**src/design/tcpq_pkg.sv**
```systemverilog
// ----------------------------------------------------------------------------
// tcpq_pkg: shared types and codes for the two-class priority queue
// Holds the command and status codes, the fixed field widths and the
// result word that travels from the sequencer to the output register.
// ----------------------------------------------------------------------------
package tcpq_pkg;

    localparam int ID_BITS     = 32;
    localparam int STATUS_W    = 2;
    localparam int CMD_W       = 2;
    localparam int REM_W       = 5;
    localparam int SEATS_W     = 4;
    localparam int MAX_BATCH   = 8;

    localparam logic [SEATS_W-1:0] SEATS_RESET = 4'd4;

    localparam logic [CMD_W-1:0] CMD_REGISTER = 2'd0;
    localparam logic [CMD_W-1:0] CMD_CALL     = 2'd1;
    localparam logic [CMD_W-1:0] CMD_REMOVE   = 2'd2;

    localparam logic [STATUS_W-1:0] STAT_OK        = 2'd0;
    localparam logic [STATUS_W-1:0] STAT_FULL      = 2'd1;
    localparam logic [STATUS_W-1:0] STAT_NOT_FOUND = 2'd2;
    localparam logic [STATUS_W-1:0] STAT_EMPTY     = 2'd3;

    typedef struct packed {
        logic [STATUS_W-1:0] status;
        logic [ID_BITS-1:0]  boarded_id;
        logic [REM_W-1:0]    remaining;
        logic                last;
    } out_word_t;

endpackage

```
**src/design/tcpq_ram.sv**
```systemverilog
// ----------------------------------------------------------------------------
// tcpq_ram: queue entry storage
// One write port and one read port; the read data is registered and holds
// its value until the next read.
// ----------------------------------------------------------------------------
module tcpq_ram #(
    parameter int DEPTH  = 16,
    parameter int WIDTH  = 32,
    parameter int ADDR_W = 4
) (
    input  logic              clk,
    input  logic              we,
    input  logic [ADDR_W-1:0] waddr,
    input  logic [WIDTH-1:0]  wdata,
    input  logic              re,
    input  logic [ADDR_W-1:0] raddr,
    output logic [WIDTH-1:0]  rdata
);

    logic [WIDTH-1:0] mem [DEPTH];
    logic [WIDTH-1:0] rdata_reg;

    always_ff @(posedge clk)
    begin
        if (we)
        begin
            mem[waddr] <= wdata;
        end
        if (re)
        begin
            rdata_reg <= mem[raddr];
        end
    end

    assign rdata = rdata_reg;

endmodule

```
**src/design/tcpq_out_reg.sv**
```systemverilog
// ----------------------------------------------------------------------------
// tcpq_out_reg: result output register
// Holds one result word for the consumer so that the sequencer can go on
// while a finished word waits to be taken.
// ----------------------------------------------------------------------------
module tcpq_out_reg
    import tcpq_pkg::*;
(
    input  logic      clk,
    input  logic      rst_n,
    input  logic      load,
    input  out_word_t load_word,
    output logic      free,
    input  logic      out_ready,
    output logic      out_valid,
    output out_word_t out_word
);

    logic      valid_reg;
    logic      valid_next;
    out_word_t word_reg;

    assign free = !valid_reg || out_ready;

    always_comb
    begin
        valid_next = valid_reg;
        if (load)
        begin
            valid_next = 1'b1;
        end
        else if (out_ready)
        begin
            valid_next = 1'b0;
        end
    end

    always_ff @(posedge clk or negedge rst_n)
    begin
        if (!rst_n)
        begin
            valid_reg <= 1'b0;
        end
        else
        begin
            valid_reg <= valid_next;
        end
    end

    always_ff @(posedge clk)
    begin
        if (load)
        begin
            word_reg <= load_word;
        end
    end

    assign out_valid = valid_reg;
    assign out_word  = word_reg;

endmodule

```
**src/design/two_class_priority_queue_batch_pop_unit.sv**
```systemverilog
// ----------------------------------------------------------------------------
// two_class_priority_queue_batch_pop_unit: two-class queue with batch pop
// A circular entry memory walked by a small sequencer, one entry per cycle
// while it moves or searches entries. Fast entries stand before regular
// ones; a counter of fast entries gives the insertion point of a fast entry.
//
//   channel  signals                                  direction
//   input    in_valid in_ready command visitor_id     consumer
//            express
//   output   out_valid out_ready status boarded_id    producer
//            remaining last
//   config   cfg_wr_en cfg_wr_data                    write only
//
// A fast register ahead of regular entries shifts each of them back one
// slot before the new entry is written; a remove searches from the head
// and shifts the entries behind a match forward. A call pops its words
// one by one into the output register. Reset clears occupancy; entries
// need no clearing. Output stalls hold the sequencer only where it must
// load a result word.
// ----------------------------------------------------------------------------
module two_class_priority_queue_batch_pop_unit
    import tcpq_pkg::*;
#(
    parameter int QUEUE_DEPTH = 16,
    parameter int ID_WIDTH    = 32
) (
    input  logic                clk,
    input  logic                rst_n,
    input  logic                cfg_wr_en,
    input  logic [SEATS_W-1:0]  cfg_wr_data,
    input  logic                in_valid,
    output logic                in_ready,
    input  logic [CMD_W-1:0]    command,
    input  logic [ID_BITS-1:0]  visitor_id,
    input  logic                express,
    output logic                out_valid,
    input  logic                out_ready,
    output logic [STATUS_W-1:0] status,
    output logic [ID_BITS-1:0]  boarded_id,
    output logic [REM_W-1:0]    remaining,
    output logic                last
);

    localparam int STORE_W = (ID_WIDTH < ID_BITS) ? ID_WIDTH : ID_BITS;
    localparam int PTR_W   = $clog2(QUEUE_DEPTH);
    localparam int CNT_W   = $clog2(QUEUE_DEPTH + 1);
    localparam int MAP_W   = CNT_W + 1;
    localparam int SN_W    = (CNT_W > SEATS_W) ? CNT_W : SEATS_W;

    typedef enum logic [5:0] {
        S_IDLE   = 6'b000001,
        S_MOVE   = 6'b000010,
        S_SEARCH = 6'b000100,
        S_POP_RD = 6'b001000,
        S_POP_WR = 6'b010000,
        S_RESULT = 6'b100000
    } state_t;

    function automatic logic [PTR_W-1:0] ptr_inc(input logic [PTR_W-1:0] p);
        logic [PTR_W-1:0] r;
        if (p == PTR_W'(QUEUE_DEPTH - 1))
        begin
            r = '0;
        end
        else
        begin
            r = p + 1'b1;
        end
        return r;
    endfunction

    function automatic logic [PTR_W-1:0] ptr_dec(input logic [PTR_W-1:0] p);
        logic [PTR_W-1:0] r;
        if (p == '0)
        begin
            r = PTR_W'(QUEUE_DEPTH - 1);
        end
        else
        begin
            r = p - 1'b1;
        end
        return r;
    endfunction

    state_t              state_reg, state_next;
    logic [CNT_W-1:0]    occ_reg, occ_next;
    logic [CNT_W-1:0]    fast_cnt_reg, fast_cnt_next;
    logic [PTR_W-1:0]    head_reg, head_next;
    logic [PTR_W-1:0]    rd_ptr_reg, rd_ptr_next;
    logic [PTR_W-1:0]    wr_ptr_reg, wr_ptr_next;
    logic [PTR_W-1:0]    cmp_ptr_reg, cmp_ptr_next;
    logic [CNT_W-1:0]    rd_left_reg, rd_left_next;
    logic [CNT_W-1:0]    cmp_idx_reg, cmp_idx_next;
    logic [CNT_W-1:0]    pop_left_reg, pop_left_next;
    logic                pend_reg, pend_next;
    logic                insert_reg, insert_next;
    logic [STORE_W-1:0]  id_reg, id_next;
    logic [STATUS_W-1:0] res_status_reg, res_status_next;
    logic [SEATS_W-1:0]  seats_reg;

    logic                ram_we;
    logic [PTR_W-1:0]    ram_waddr;
    logic [STORE_W-1:0]  ram_wdata;
    logic                ram_re;
    logic [PTR_W-1:0]    ram_raddr;
    logic [STORE_W-1:0]  ram_rdata;

    logic                out_load;
    logic                out_free;
    out_word_t           load_word;
    out_word_t           out_word;

    logic [MAP_W-1:0]         map_sum;
    logic [PTR_W-1:0]         tail_ptr;
    logic [SEATS_W-1:0]       seats_eff;
    logic [SN_W-1:0]          occ_w;
    logic [SN_W-1:0]          seats_w;
    logic [SN_W-1:0]          pop_w;
    logic [CNT_W-1:0]         pop_n;
    logic [CNT_W-1:0]         fast_pop;
    logic [CNT_W+REM_W-1:0]   occ_ext;
    logic [STORE_W+ID_BITS-1:0] rd_ext;

    // Physical slot just behind the last entry.
    always_comb
    begin
        map_sum = MAP_W'(head_reg) + MAP_W'(occ_reg);
        if (map_sum >= MAP_W'(QUEUE_DEPTH))
        begin
            map_sum = map_sum - MAP_W'(QUEUE_DEPTH);
        end
        tail_ptr = map_sum[PTR_W-1:0];
    end

    always_comb
    begin
        if (seats_reg == '0)
        begin
            seats_eff = SEATS_W'(1);
        end
        else if (seats_reg > SEATS_W'(MAX_BATCH))
        begin
            seats_eff = SEATS_W'(MAX_BATCH);
        end
        else
        begin
            seats_eff = seats_reg;
        end
        occ_w    = SN_W'(occ_reg);
        seats_w  = SN_W'(seats_eff);
        pop_w    = (occ_w < seats_w) ? occ_w : seats_w;
        pop_n    = pop_w[CNT_W-1:0];
        fast_pop = (pop_n < fast_cnt_reg) ? pop_n : fast_cnt_reg;
    end

    assign occ_ext = {{REM_W{1'b0}}, occ_reg};
    assign rd_ext  = {{ID_BITS{1'b0}}, ram_rdata};

    assign in_ready = (state_reg == S_IDLE);

    always_comb
    begin
        state_next      = state_reg;
        occ_next        = occ_reg;
        fast_cnt_next   = fast_cnt_reg;
        head_next       = head_reg;
        rd_ptr_next     = rd_ptr_reg;
        wr_ptr_next     = wr_ptr_reg;
        cmp_ptr_next    = cmp_ptr_reg;
        rd_left_next    = rd_left_reg;
        cmp_idx_next    = cmp_idx_reg;
        pop_left_next   = pop_left_reg;
        pend_next       = pend_reg;
        insert_next     = insert_reg;
        id_next         = id_reg;
        res_status_next = res_status_reg;
        ram_we          = 1'b0;
        ram_waddr       = wr_ptr_reg;
        ram_wdata       = ram_rdata;
        ram_re          = 1'b0;
        ram_raddr       = rd_ptr_reg;
        out_load        = 1'b0;
        load_word.status     = res_status_reg;
        load_word.boarded_id = '0;
        load_word.remaining  = occ_ext[REM_W-1:0];
        load_word.last       = 1'b1;

        unique case (state_reg)
            S_IDLE:
            begin
                if (in_valid)
                begin
                    id_next = visitor_id[STORE_W-1:0];
                    unique case (command)
                        CMD_REGISTER:
                        begin
                            if (occ_reg == CNT_W'(QUEUE_DEPTH))
                            begin
                                res_status_next = STAT_FULL;
                                state_next      = S_RESULT;
                            end
                            else
                            begin
                                occ_next        = occ_reg + 1'b1;
                                res_status_next = STAT_OK;
                                if (express)
                                begin
                                    fast_cnt_next = fast_cnt_reg + 1'b1;
                                end
                                if (express && (occ_reg != fast_cnt_reg))
                                begin
                                    rd_ptr_next  = ptr_dec(tail_ptr);
                                    wr_ptr_next  = tail_ptr;
                                    rd_left_next = occ_reg - fast_cnt_reg;
                                    pend_next    = 1'b0;
                                    insert_next  = 1'b1;
                                    state_next   = S_MOVE;
                                end
                                else
                                begin
                                    ram_we     = 1'b1;
                                    ram_waddr  = tail_ptr;
                                    ram_wdata  = visitor_id[STORE_W-1:0];
                                    state_next = S_RESULT;
                                end
                            end
                        end
                        CMD_CALL:
                        begin
                            if (occ_reg == '0)
                            begin
                                res_status_next = STAT_EMPTY;
                                state_next      = S_RESULT;
                            end
                            else
                            begin
                                occ_next      = occ_reg - pop_n;
                                fast_cnt_next = fast_cnt_reg - fast_pop;
                                pop_left_next = pop_n;
                                rd_ptr_next   = head_reg;
                                state_next    = S_POP_RD;
                            end
                        end
                        CMD_REMOVE:
                        begin
                            if (occ_reg == '0)
                            begin
                                res_status_next = STAT_NOT_FOUND;
                                state_next      = S_RESULT;
                            end
                            else
                            begin
                                rd_ptr_next  = head_reg;
                                rd_left_next = occ_reg;
                                cmp_idx_next = '0;
                                pend_next    = 1'b0;
                                state_next   = S_SEARCH;
                            end
                        end
                        default:
                        begin
                            state_next = S_IDLE;
                        end
                    endcase
                end
            end
            S_MOVE:
            begin
                if (rd_left_reg != '0)
                begin
                    ram_re       = 1'b1;
                    rd_ptr_next  = insert_reg ? ptr_dec(rd_ptr_reg) : ptr_inc(rd_ptr_reg);
                    rd_left_next = rd_left_reg - 1'b1;
                    pend_next    = 1'b1;
                end
                else
                begin
                    pend_next = 1'b0;
                end
                if (pend_reg)
                begin
                    ram_we      = 1'b1;
                    wr_ptr_next = insert_reg ? ptr_dec(wr_ptr_reg) : ptr_inc(wr_ptr_reg);
                end
                else if (rd_left_reg == '0)
                begin
                    if (insert_reg)
                    begin
                        ram_we    = 1'b1;
                        ram_wdata = id_reg;
                    end
                    res_status_next = STAT_OK;
                    state_next      = S_RESULT;
                end
            end
            S_SEARCH:
            begin
                if (rd_left_reg != '0)
                begin
                    ram_re       = 1'b1;
                    rd_ptr_next  = ptr_inc(rd_ptr_reg);
                    rd_left_next = rd_left_reg - 1'b1;
                    cmp_ptr_next = rd_ptr_reg;
                    pend_next    = 1'b1;
                end
                else
                begin
                    pend_next = 1'b0;
                end
                if (pend_reg)
                begin
                    cmp_idx_next = cmp_idx_reg + 1'b1;
                    if (ram_rdata == id_reg)
                    begin
                        wr_ptr_next  = cmp_ptr_reg;
                        rd_ptr_next  = ptr_inc(cmp_ptr_reg);
                        rd_left_next = occ_reg - 1'b1 - cmp_idx_reg;
                        pend_next    = 1'b0;
                        insert_next  = 1'b0;
                        occ_next     = occ_reg - 1'b1;
                        if (cmp_idx_reg < fast_cnt_reg)
                        begin
                            fast_cnt_next = fast_cnt_reg - 1'b1;
                        end
                        state_next = S_MOVE;
                    end
                    else if (cmp_idx_reg == occ_reg - 1'b1)
                    begin
                        res_status_next = STAT_NOT_FOUND;
                        state_next      = S_RESULT;
                    end
                end
            end
            S_POP_RD:
            begin
                ram_re      = 1'b1;
                rd_ptr_next = ptr_inc(rd_ptr_reg);
                state_next  = S_POP_WR;
            end
            S_POP_WR:
            begin
                load_word.status     = STAT_OK;
                load_word.boarded_id = rd_ext[ID_BITS-1:0];
                load_word.last       = (pop_left_reg == CNT_W'(1));
                if (out_free)
                begin
                    out_load      = 1'b1;
                    pop_left_next = pop_left_reg - 1'b1;
                    if (pop_left_reg == CNT_W'(1))
                    begin
                        head_next  = rd_ptr_reg;
                        state_next = S_IDLE;
                    end
                    else
                    begin
                        state_next = S_POP_RD;
                    end
                end
            end
            S_RESULT:
            begin
                if (out_free)
                begin
                    out_load   = 1'b1;
                    state_next = S_IDLE;
                end
            end
            default:
            begin
                state_next = S_IDLE;
            end
        endcase
    end

    always_ff @(posedge clk or negedge rst_n)
    begin
        if (!rst_n)
        begin
            state_reg    <= S_IDLE;
            occ_reg      <= '0;
            fast_cnt_reg <= '0;
            head_reg     <= '0;
            rd_left_reg  <= '0;
            pop_left_reg <= '0;
            pend_reg     <= 1'b0;
            seats_reg    <= SEATS_RESET;
        end
        else
        begin
            state_reg    <= state_next;
            occ_reg      <= occ_next;
            fast_cnt_reg <= fast_cnt_next;
            head_reg     <= head_next;
            rd_left_reg  <= rd_left_next;
            pop_left_reg <= pop_left_next;
            pend_reg     <= pend_next;
            if (cfg_wr_en)
            begin
                seats_reg <= cfg_wr_data;
            end
        end
    end

    always_ff @(posedge clk)
    begin
        rd_ptr_reg     <= rd_ptr_next;
        wr_ptr_reg     <= wr_ptr_next;
        cmp_ptr_reg    <= cmp_ptr_next;
        cmp_idx_reg    <= cmp_idx_next;
        insert_reg     <= insert_next;
        id_reg         <= id_next;
        res_status_reg <= res_status_next;
    end

    tcpq_ram #(
        .DEPTH  (QUEUE_DEPTH),
        .WIDTH  (STORE_W),
        .ADDR_W (PTR_W)
    ) u_ram (
        .clk   (clk),
        .we    (ram_we),
        .waddr (ram_waddr),
        .wdata (ram_wdata),
        .re    (ram_re),
        .raddr (ram_raddr),
        .rdata (ram_rdata)
    );

    tcpq_out_reg u_out_reg (
        .clk       (clk),
        .rst_n     (rst_n),
        .load      (out_load),
        .load_word (load_word),
        .free      (out_free),
        .out_ready (out_ready),
        .out_valid (out_valid),
        .out_word  (out_word)
    );

    assign status     = out_word.status;
    assign boarded_id = out_word.boarded_id;
    assign remaining  = out_word.remaining;
    assign last       = out_word.last;

`ifndef SYNTHESIS
    a_fast_within_occ: assert property (@(posedge clk) disable iff (!rst_n)
        fast_cnt_reg <= occ_reg)
        else $error("fast entry count exceeds occupancy");

    a_register_grows: assert property (@(posedge clk) disable iff (!rst_n)
        (in_valid && in_ready && (command == CMD_REGISTER)
            && (occ_reg != CNT_W'(QUEUE_DEPTH)))
        |=> (occ_reg == $past(occ_reg) + 1'b1))
        else $error("accepted register did not add one entry");

    a_call_shrinks: assert property (@(posedge clk) disable iff (!rst_n)
        (in_valid && in_ready && (command == CMD_CALL) && (occ_reg != '0))
        |=> (occ_reg < $past(occ_reg)))
        else $error("call on a nonempty queue did not pop");

    a_no_load_in_walk: assert property (@(posedge clk) disable iff (!rst_n)
        ((state_reg == S_MOVE) || (state_reg == S_SEARCH)) |-> !out_load)
        else $error("result word loaded during a memory walk");
`endif

endmodule

```
**config.mk**
```make
export PLATFORM = sky130hd
export DESIGN_NAME = two_class_priority_queue_batch_pop_unit
export DESIGN_NICKNAME = d
export VERILOG_FILES = /design/src/design/tcpq_pkg.sv /design/src/design/tcpq_ram.sv /design/src/design/tcpq_out_reg.sv /design/src/design/two_class_priority_queue_batch_pop_unit.sv
export SDC_FILE = /design/constraint.sdc
export NUM_CORES = 1
export LEC_CHECK = 0
export BUFFER_PORTS_ARGS = -buffer_cell sky130_fd_sc_hd__buf_2
export CAP_MARGIN = 0
export CORE_MARGIN = 2
export CORE_UTILIZATION = 45
export DETAILED_ROUTE_END_ITERATION = 8
export PLACE_DENSITY_LB_ADDON = 0.3
export SLEW_MARGIN = 0
export SYNTH_ARGS = -nofsm -noshare
export SYNTH_HDL_FRONTEND = slang
export SYNTH_SLANG_ARGS = --single-unit
```
**constraint.sdc**
```tcl
create_clock -name clk -period 7.5 [get_ports clk]
set_input_delay 0.75 -clock clk [delete_from_list [all_inputs] [get_ports clk]]
set_output_delay 0.75 -clock clk [all_outputs]
set_load 0.02 [all_outputs]
```
==> results of run 1 <==
## per-layer routing
layer  GRT usage (%)  wire length, um  vias to the layer above  share of wire (%)
met1           29.27            27980                     8051                 42
met4           5.664             1444                        0                2.2
met2           34.18            32730                      568                 49
li1                -                -                     6611                  -
met3           4.444             4797                       84                7.2
met5               0                0                        -                  0
## how the worst max path moves through the flow
| stage | startpoint | endpoint | slack [ns] | cells after the start |
|---|---|---|---|---|
| after global routing | occ_reg[3]$_DFFE_PN0P_ | fast_cnt_reg[4]$_DFFE_PN0P_ | 1.99 | 19 |
| after CTS | occ_reg[3]$_DFFE_PN0P_ | fast_cnt_reg[4]$_DFFE_PN0P_ | 2.49 | 19 |
| after global placement | occ_reg[3]$_DFFE_PN0P_ | fast_cnt_reg[4]$_DFFE_PN0P_ | 2.64 | 19 |
| final | occ_reg[3]$_DFFE_PN0P_ | fast_cnt_reg[4]$_DFFE_PN0P_ | 2.42 | 19 |
| after detailed placement | occ_reg[3]$_DFFE_PN0P_ | fast_cnt_reg[4]$_DFFE_PN0P_ | 2.54 | 19 |
| after floorplan | state_reg[3]$_DFFE_PN0P_ | u_ram.mem[9][0]$_DFFE_PP_ | 2.28 | 8 |
## cells by family after synthesis
group,Yosys count
flip-flops,672
AND/OR/NAND/NOR,299
AO/OA/AOI/OAI,216
multiplexers,178
buffers and inverters,112
XOR/XNOR,61
adder cells (fa/ha/maj),51
other,1
## through the flow
stage,cells,instance area [um^2],util [%]
2_1_floorplan,1590,28350,-
3_3_place_gp,2478,29930,47.80
3_5_place_dp,2478,29930,47.80
4_1_cts,2607,32210,51.44
5_1_grt,2607,32210,51.44
6_report,2608,32210,51.44
## cell type report
cell class | count | area, um^2 | share of cell area [%]
clock buffers | 84 | 1868 | 5.799
multi-input cells | 806 | 8044 | 24.97
inverters | 37 | 151.4 | 0.4700
diodes | 1 | 2.502 | 0.007768
well taps | 846 | 1059 | 3.286
clock inverters | 45 | 410.4 | 1.274
repair buffers | 117 | 678.2 | 2.105
flip-flops and latches | 672 | 20000 | 62.09
## worst max-delay path: stages (launching register included)
cell,delay [ns]
dfrtp_1,0.59
ha_1,0.34
a211o_1,0.31
nor2_1,0.16
nand2_1,0.14
mux2i_1,0.36
ha_1,0.34
o311a_1,0.14
a222oi_1,0.33
a21oi_1,0.30
o2111ai_1,0.26
ha_1,0.17
inv_1,0.06
fa_1,0.43
a21o_1,0.17
a21oi_1,0.36
nor3_1,0.09
a21o_1,0.17
a21oi_1,0.13
o22ai_1,0.10
## power groups by stage
stage / Sequential, W / Combinational [W] / Clock (W)
final: 0.00493 / 0.00343 / 0.00342
after CTS: 0.00493 / 0.00346 / 0.00348
after detailed placement: 0.00500 / 0.00344 / 0
after global routing: 0.00496 / 0.00376 / 0.00362
after floorplan: 0.00492 / 0.00253 / 0
after global placement: 0.00499 / 0.00339 / 0
## placed cells by master (no fill, tap or decap), types with 35 or more instances in the layout
| cell | n |
|---|---|
| edfxtp_1 | 636 |
| a21oi_1 | 48 |
| o21ai_0 | 44 |
| ha_1 | 46 |
| xor2_1 | 45 |
| nand2_1 | 118 |
| buf_2 | 85 |
| nor2_1 | 41 |
| inv_1 | 35 |
| and2_1 | 39 |
| mux4_2 | 160 |
| a22oi_1 | 37 |
| clkbuf_16 | 73 |
==> impl_metrics.env, run 1 <==
export IMPL_cts_tree="yes"
export IMPL_power_switching_w=0.003697
export IMPL_netlist_instances=1590
export IMPL_hold_slack_ns=0.3103
export IMPL_rr_endpoint="fast_cnt_reg[4]$_DFFE_PN0P_"
export IMPL_io_buffers=85
export IMPL_arrival_ns=5.54
export IMPL_synth_edff_count=636
export IMPL_pwr_share_comb_pct=29.1
export IMPL_yosys_area_share_xor_xnor_pct=1.885
export IMPL_insertion_delay_ns=0.62
export IMPL_wl_um=66960
export IMPL_drv_cap=0
export IMPL_cts_max_path_buffers=3
export IMPL_vias=15310
export IMPL_swShare_pct=31.36
export IMPL_intPower_w=0.008090
export IMPL_die_x_um=255.0
export IMPL_hp_class="input port to asynchronous set/reset pin"
export IMPL_ant_nets=0
export IMPL_regMostFlops="u_ram.mem"
export IMPL_clk_pin_slew_ns=0.05
export IMPL_fin_worst_skew_ns=0.04391
export IMPL_clkPwrFrac_pct=29.0
export IMPL_slew_violations=0
export IMPL_first_global_vias=15430
export IMPL_path_max_fanout=10
export IMPL_reg2reg_from="occ_reg[3]$_DFFE_PN0P_"
export IMPL_drt_first_pass_iters=5
export IMPL_tightest_slew_ns=1.271
export IMPL_yosys_area_share_simple_pct=5.098
export IMPL_powerDensity_nw_per_um2=365.9
export IMPL_hpwl_um=39090
export IMPL_routedWlPerCell_um=25.67
export IMPL_yosysTopAreaCellShare_pct=67.38
export IMPL_ctsResizeCount=0
export IMPL_fin_tns_setup_ns=0
export IMPL_io_pins=86
export IMPL_min_period_ns=5.082
export IMPL_core_um2=62620
export IMPL_ys_types=75
export IMPL_required_ns=7.96
export IMPL_seqPwrFrac_pct=41.8
export IMPL_mappedNetlistArea_um2=28350
export IMPL_grt_overflow_total=0
export IMPL_end_kind="flip-flop"
export IMPL_drc=0
export IMPL_ys_flop_type="edfxtp_1"
export IMPL_ys_ff_latch=672
export IMPL_max_freq_mhz=196.8
export IMPL_synth_top_family_by_area="multiplexers"
export IMPL_grt_antenna_before_repair=0
export IMPL_initial_core_util_pct=45.27
export IMPL_total_power_w=0.01179
export IMPL_largest_reg_flops=512
export IMPL_die_area_um2=65010
export IMPL_ff2ff_setup_slack_ns=2.42
export IMPL_num_fill_cells=5051
export IMPL_fin_nets=1799
export IMPL_worstSetupStartpointType="flip-flop"
export IMPL_synthArstFlopShare_pct=5.357
export IMPL_grt_setup_unrepaired="no"
export IMPL_final_hold_viol_count=0
export IMPL_ff2ff_path_depth=19
export IMPL_min_period_over_period_pct=67.76
export IMPL_syn_avg_cell_area_um2=17.83
export IMPL_synth_area_leaders="edfxtp_1 (67%), mux4_2 (13%), dfrtp_1 (3.0%)"
export IMPL_place_congestion=0.8648
export IMPL_synth_compound_area_share_pct=5.050
export IMPL_grt_pass1_wl_um=99600
export IMPL_cts_setup_buffers=0
export IMPL_die_height_um=255.0
export IMPL_cts_max_level=3
export IMPL_criticalPathCategory="flip-flop to flip-flop"
export IMPL_drive_gt1_share_pct=23.91
export IMPL_syn_nets=1685
export IMPL_status="finished clean"
export IMPL_syn_to_final_growth_pct=13.65
export IMPL_post_place_ws_ns=2.543
export IMPL_post_synth_fa_ha_maj_area_fraction_pct=2.384
export IMPL_cts_sinks=672
export IMPL_relSlewSlack_pct=15.12
export IMPL_ctsHoldBuffers=0
export IMPL_synth_seq_area_share_pct=70.56
export IMPL_setup_slack_ns=2.418
export IMPL_yosysTopAreaCell="edfxtp_1"
export IMPL_max_vdd_ir_drop_uv=240.0
export IMPL_yosys_top_cells_count="edfxtp_1 (636), mux4_2 (160), nand2_1 (118), nor2_1 (58), a21oi_1 (48)"
export IMPL_synthMuxAreaShare_pct=13.38
export IMPL_vias_per_cell=5.872
export IMPL_grt_usage_pct=21.11
export IMPL_numCtsBuffers=70
export IMPL_synth_most_common_cell="edfxtp_1"
export IMPL_grt_max_degree=117
export IMPL_fp_row_count=92
export IMPL_root_buffer="clkbuf_16"
export IMPL_drtIter0Drc=1795
export IMPL_yosys_warnings=0
export IMPL_setup_violations=0
export IMPL_leakage_nw=10.93
(Power assumes the default switching activity.)
==> run 2, diff against run 1 <==
==> constraint.sdc (replaced) <==
create_clock -name clk -period 5.31 [get_ports clk]
set_input_delay 0.531 -clock clk [delete_from_list [all_inputs] [get_ports clk]]
set_output_delay 0.531 -clock clk [all_outputs]
set_load 0.02 [all_outputs]
==> impl_metrics.env, run 2 (synthesized netlist as in run 1, its figures left out) <==
export IMPL_status="finished clean"
export IMPL_wl_um=67160
export IMPL_leakage_nw=11.09
export IMPL_clk_pin_slew_ns=0.06
export IMPL_final_area_um2=32510
export IMPL_powerDensity_nw_per_um2=519.6
export IMPL_max_freq_mhz=205.3
export IMPL_vias=15240
export IMPL_criticalPathCategory="flip-flop to flip-flop"
export IMPL_fin_nets=1818
export IMPL_die_area_um2=65010
export IMPL_relSlewSlack_pct=22.19
export IMPL_routedWlPerCell_um=25.63
export IMPL_required_ns=5.79
export IMPL_hp_class="input port to asynchronous set/reset pin"
export IMPL_vias_per_cell=5.816
export IMPL_grt_max_degree=133
export IMPL_num_fill_cells=5038
export IMPL_ctsResizeCount=0
export IMPL_critical_path_cell_chain="inv_1, nand2_1, ha_1, a211o_1, nor2_1, nand2_1, mux2i_1, ha_1, o311a_1, a222oi_1, a21oi_1, o2111ai_1, ha_1, inv_1, fa_1, a21o_1, a21oi_1, nor3_1, a21o_1, a21oi_1, o22ai_1"
export IMPL_cp_top_family="compound AO/OA/AOI/OAI gates"
export IMPL_place_congestion=0.8647
export IMPL_arrival_ns=5.35
export IMPL_place_area_um2=30150
export IMPL_grt_antenna_before_repair=2
export IMPL_io_buffers=85
export IMPL_cts_setup_buffers=0
export IMPL_fin_worst_skew_ns=0.02619
export IMPL_numCtsBuffers=73
export IMPL_tightest_slew_ns=1.167
export IMPL_critPathMaxStageDelay_ns=0.43
export IMPL_layout_common_cells="edfxtp_1 (636), mux4_2 (160), nand2_1 (118), buf_2 (85), clkbuf_16 (76)"
export IMPL_end_kind="flip-flop"
export IMPL_hpwl_um=40620
export IMPL_total_power_w=0.01689
export IMPL_core_um2=62620
export IMPL_grt_pass1_wl_um=99910
export IMPL_min_period_ns=4.872
export IMPL_ctsHoldBuffers=0
export IMPL_post_place_ws_ns=0.4887
export IMPL_grt_usage_pct=21.12
export IMPL_root_buffer="clkbuf_16"
export IMPL_setup_slack_ns=0.4381
export IMPL_grt_overflow_total=0
export IMPL_slew_violations=0
export IMPL_first_global_vias=15480
export IMPL_ant_nets=0
export IMPL_cts_tree="yes"
export IMPL_worstSetupStartpointType="flip-flop"
export IMPL_setup_violations=0
export IMPL_grt_setup_unrepaired="no"
export IMPL_ff2ff_setup_slack_ns=0.44
export IMPL_drt_first_pass_iters=7
export IMPL_cts_sinks=672
export IMPL_min_period_over_period_pct=91.75
export IMPL_layout_commonest_cell="edfxtp_1"
export IMPL_die_height_um=255.0
export IMPL_crit_start="seats_reg[3]$_DFFE_PN0P_"
export IMPL_largest_reg_flops=512
export IMPL_insertion_delay_ns=0.61
export IMPL_crit_slowest_cell="fa_1"
export IMPL_syn_to_final_growth_pct=14.68
export IMPL_cts_max_path_buffers=3
export IMPL_initial_core_util_pct=45.27
export IMPL_fin_tns_setup_ns=0
export IMPL_path_max_fanout=10
export IMPL_cts_max_level=3
export IMPL_io_pins=86
export IMPL_regMostFlops="u_ram.mem"
export IMPL_worst_path_buf_inv=2
export IMPL_drv_cap=0
export IMPL_reg2reg_from="seats_reg[3]$_DFFE_PN0P_"
export IMPL_diodes=0
export IMPL_final_hold_viol_count=0
export IMPL_drtIter0Drc=1497
export IMPL_hold_slack_ns=0.06090
export IMPL_fp_row_count=92
export IMPL_die_x_um=255.0
export IMPL_drive_gt1_share_pct=24.85
export IMPL_drc=0
export IMPL_max_vdd_ir_drop_uv=336.6
[run 2: cell count changes in the layout (fill, tap and decap cells not counted)]
cell / previous run / this run
clkbuf_16: 73 / 76
inv_6: 2 / 3
clkinv_16: 2 / 0
buf_12: 1 / 9
buf_4: 31 / 39
clkinv_1: 19 / 12
clkbuf_8: 0 / 2
clkinvlp_4: 4 / 2
bufinv_16: 5 / 7
clkbuf_1: 11 / 12
diode_2: 1 / 0
[run 2: power by group]
| group | total [W] | leakage, nW | internal [W] | switching, W |
|---|---|---|---|---|
| Clock | 0.00500 | 1.15 | 0.00298 | 0.00202 |
| Sequential | 0.00699 | 6.25 | 0.00662 | 0.000373 |
| Combinational | 0.00491 | 3.68 | 0.00209 | 0.00282 |
| Total | 0.0169 | 11.1 | 0.0117 | 0.00521 |
[run 2: stage by stage]
step                instances  util (%)
floorplan                1590         -
global placement         2494     48.15
detailed placement       2494     48.15
CTS                      2621     51.91
global route             2621     51.91
finish                   2621     51.91
[run 2: layout make-up]
| type | instances | area [um^2] | area share, % |
|---|---|---|---|
| clock buffer | 90 | 1974 | 6.074 |
| multi-input combinational | 806 | 8044 | 24.75 |
| sequential | 672 | 20000 | 61.53 |
| inverter | 37 | 151.4 | 0.4657 |
| tap | 846 | 1059 | 3.256 |
| timing repair buffer | 133 | 898.4 | 2.764 |
| clock inverter | 37 | 377.9 | 1.162 |
[run 2: worst paths after layout]
kind	cells after the start	endpoint
worst max-delay path	21	fast_cnt_reg[4]$_DFFE_PN0P_
worst min-delay path	1	fast_cnt_reg[2]$_DFFE_PN0P_
worst max register to register	21	fast_cnt_reg[4]$_DFFE_PN0P_
worst min register to register	1	seats_reg[0]$_DFFE_PN0P_
max in group asynchronous	1	state_reg[5]$_DFFE_PN0P_
min in group clk	1	id_reg[19]$_DFFE_PP_
[run 2: routing by layer]
layer / part of all wire [%] / global-route usage [%]
met5: 0 / 0
met4: 3.2 / 8.170
met3: 7.8 / 4.475
met2: 48 / 33.77
met1: 41 / 28.58
==> run 3, diff against run 2 <==
--- a/config.mk
+++ b/config.mk
@@ -5,7 +5,7 @@
 export SDC_FILE = /design/constraint.sdc
 export NUM_CORES = 1
 export LEC_CHECK = 0
-export BUFFER_PORTS_ARGS = -buffer_cell sky130_fd_sc_hd__buf_2
+export BUFFER_PORTS_ARGS = -buffer_cell sky130_fd_sc_hd__buf_4
 export CAP_MARGIN = 0
 export CORE_MARGIN = 2
 export CORE_UTILIZATION = 45
==> impl_metrics.env, run 3 (synthesized netlist as in run 1, its figures left out) <==
export IMPL_insertion_delay_ns=0.62
export IMPL_grt_antenna_before_repair=1
export IMPL_grt_usage_pct=21.54
export IMPL_setup_violations=0
export IMPL_max_freq_mhz=204.3
export IMPL_critical_path_cell_chain="inv_1, nand2_1, ha_1, a211o_1, nor2_1, nand2_1, mux2i_1, ha_1, o311a_1, a222oi_1, a21oi_1, o2111ai_1, ha_1, inv_1, fa_1, a21o_1, a21oi_2, nor3_1, a21o_1, a21oi_1, o22ai_1"
export IMPL_cts_max_level=3
export IMPL_grt_pass1_wl_um=101800
export IMPL_vias=15500
export IMPL_cp_top_family="compound AO/OA/AOI/OAI gates"
export IMPL_tightest_slew_ns=1.190
export IMPL_status="finished clean"
export IMPL_hold_depth=1
export IMPL_ff2ff_path_depth=21
export IMPL_syn_to_final_growth_pct=15.45
export IMPL_regMostFlops="u_ram.mem"
export IMPL_final_util_pct=52.26
export IMPL_powerDensity_nw_per_um2=516.9
export IMPL_crit_cells=21
export IMPL_drive_gt1_share_pct=24.75
export IMPL_min_period_ns=4.895
export IMPL_fp_row_count=92
export IMPL_criticalPathCategory="flip-flop to flip-flop"
export IMPL_layout_common_cells="edfxtp_1 (636), mux4_2 (160), buf_4 (126), nand2_1 (118), clkbuf_16 (73)"
export IMPL_die_area_um2=65010
export IMPL_place_inst=2496
export IMPL_relSlewSlack_pct=20.69
export IMPL_hp_start="visitor_id[17]"
export IMPL_root_buffer="clkbuf_16"
export IMPL_worstSetupStartpointType="flip-flop"
export IMPL_num_fill_cells=4987
export IMPL_required_ns=5.78
export IMPL_crit_slowest_cell="fa_1"
export IMPL_crit_top_cell="ha_1"
export IMPL_final_hold_viol_count=0
export IMPL_layout_commonest_cell="edfxtp_1"
export IMPL_leakage_nw=11.13
export IMPL_crit_start="seats_reg[3]$_DFFE_PN0P_"
export IMPL_hp_class="input port to flip-flop"
export IMPL_grt_overflow_total=0
export IMPL_grt_max_degree=134
export IMPL_vias_per_cell=5.894
export IMPL_fin_tns_setup_ns=0
export IMPL_cts_sinks=672
export IMPL_drv_cap=0
export IMPL_place_congestion=0.8312
export IMPL_critPathMaxStageDelay_ns=0.45
export IMPL_die_height_um=255.0
export IMPL_arrival_ns=5.36
export IMPL_initial_core_util_pct=45.27
export IMPL_drtIter0Drc=1669
export IMPL_hpwl_um=41610
export IMPL_drt_first_pass_iters=5
export IMPL_hold_slack_ns=0.1018
export IMPL_io_pins=86
export IMPL_wl_um=68640
export IMPL_grt_setup_unrepaired="no"
export IMPL_min_period_over_period_pct=92.19
export IMPL_io_buffers=85
export IMPL_fin_nets=1820
export IMPL_worst_path_buf_inv=2
export IMPL_drc=0
export IMPL_slew_violations=0
export IMPL_cts_max_path_buffers=3
export IMPL_max_vdd_ir_drop_uv=256.5
export IMPL_final_cells=2629
export IMPL_die_x_um=255.0
export IMPL_clk_pin_slew_ns=0.06
export IMPL_largest_reg_flops=512
export IMPL_first_global_vias=15660
export IMPL_path_max_fanout=10
export IMPL_reg2reg_from="seats_reg[3]$_DFFE_PN0P_"
export IMPL_core_um2=62620
export IMPL_routedWlPerCell_um=26.11
export IMPL_numCtsBuffers=72
export IMPL_cts_tree="yes"
export IMPL_end_kind="flip-flop"
export IMPL_ant_nets=0
export IMPL_fin_worst_skew_ns=0.02790
[run 3: cell types whose count changed in the layout (fill, tap and decap cells not counted), moves of 2 or more]
cell       before  now
clkinv_1       12   18
buf_2          85    0
buf_4          39  126
clkinv_2       12    9
clkbuf_16      76   73
inv_6           3    6
clkbuf_8        2    0
[run 3: what timing repair did]
action,CTS,global route
hold endpoints to repair,34,0
hold buffers,1,0
gates resized for setup,0,1
setup endpoints to repair,0,1
buffers inserted,0,0
[run 3: path summary, 6_finish.rpt]
| check | endpoint | slack (ns) |
|---|---|---|
| max | fast_cnt_reg[4]$_DFFE_PN0P_ | 0.41 |
| min | id_reg[17]$_DFFE_PP_ | 0.10 |
| max reg2reg | fast_cnt_reg[4]$_DFFE_PN0P_ | 0.41 |
| min reg2reg | seats_reg[0]$_DFFE_PN0P_ | 0.52 |
| max in group asynchronous | state_reg[0]$_DFFE_PN1P_ | 4.48 |
| min in group asynchronous | fast_cnt_reg[0]$_DFFE_PN0P_ | 0.44 |
[run 3: area by class of cell]
| class | count | area (um^2) | area share [%] |
|---|---|---|---|
| Sequential cell | 672 | 20000 | 61.12 |
| Inverter | 37 | 151.4 | 0.4626 |
| Tap cell | 846 | 1059 | 3.235 |
| Antenna cell | 1 | 2.502 | 0.007647 |
| Multi-Input combinational cell | 806 | 8048 | 24.59 |
| Clock buffer | 86 | 1876 | 5.731 |
| Timing Repair Buffer | 136 | 1136 | 3.472 |
| Clock inverter | 45 | 451.7 | 1.380 |
[run 3: where the power goes]
group          total [W]  switching, W  leakage [nW]  internal, W
logic            0.00494       0.00282          3.75      0.00212
registers        0.00702      0.000399          6.25      0.00662
clock network    0.00496       0.00207          1.13      0.00289
total             0.0169       0.00529          11.1       0.0116
[run 3: per-layer routing]
metal	track usage, %	vias to the layer above	share of wire, %
met5	0	-	0
met4	6.165	0	2.2
met3	3.854	99	6.8
met2	35.32	569	49
met1	29.78	8179	42
li1	-	6649	-
[run 3: metrics by stage]
step	total power [W]	setup WS [ns]	cell area [um^2]
after global routing	0.01770	0.02536	32720
after floorplan	0.01052	0.09287	28350
after CTS	0.01703	0.3673	32720
final	0.01691	0.4149	32730
after global placement	0.01194	0.5024	30380
after detailed placement	0.01204	0.3990	30380
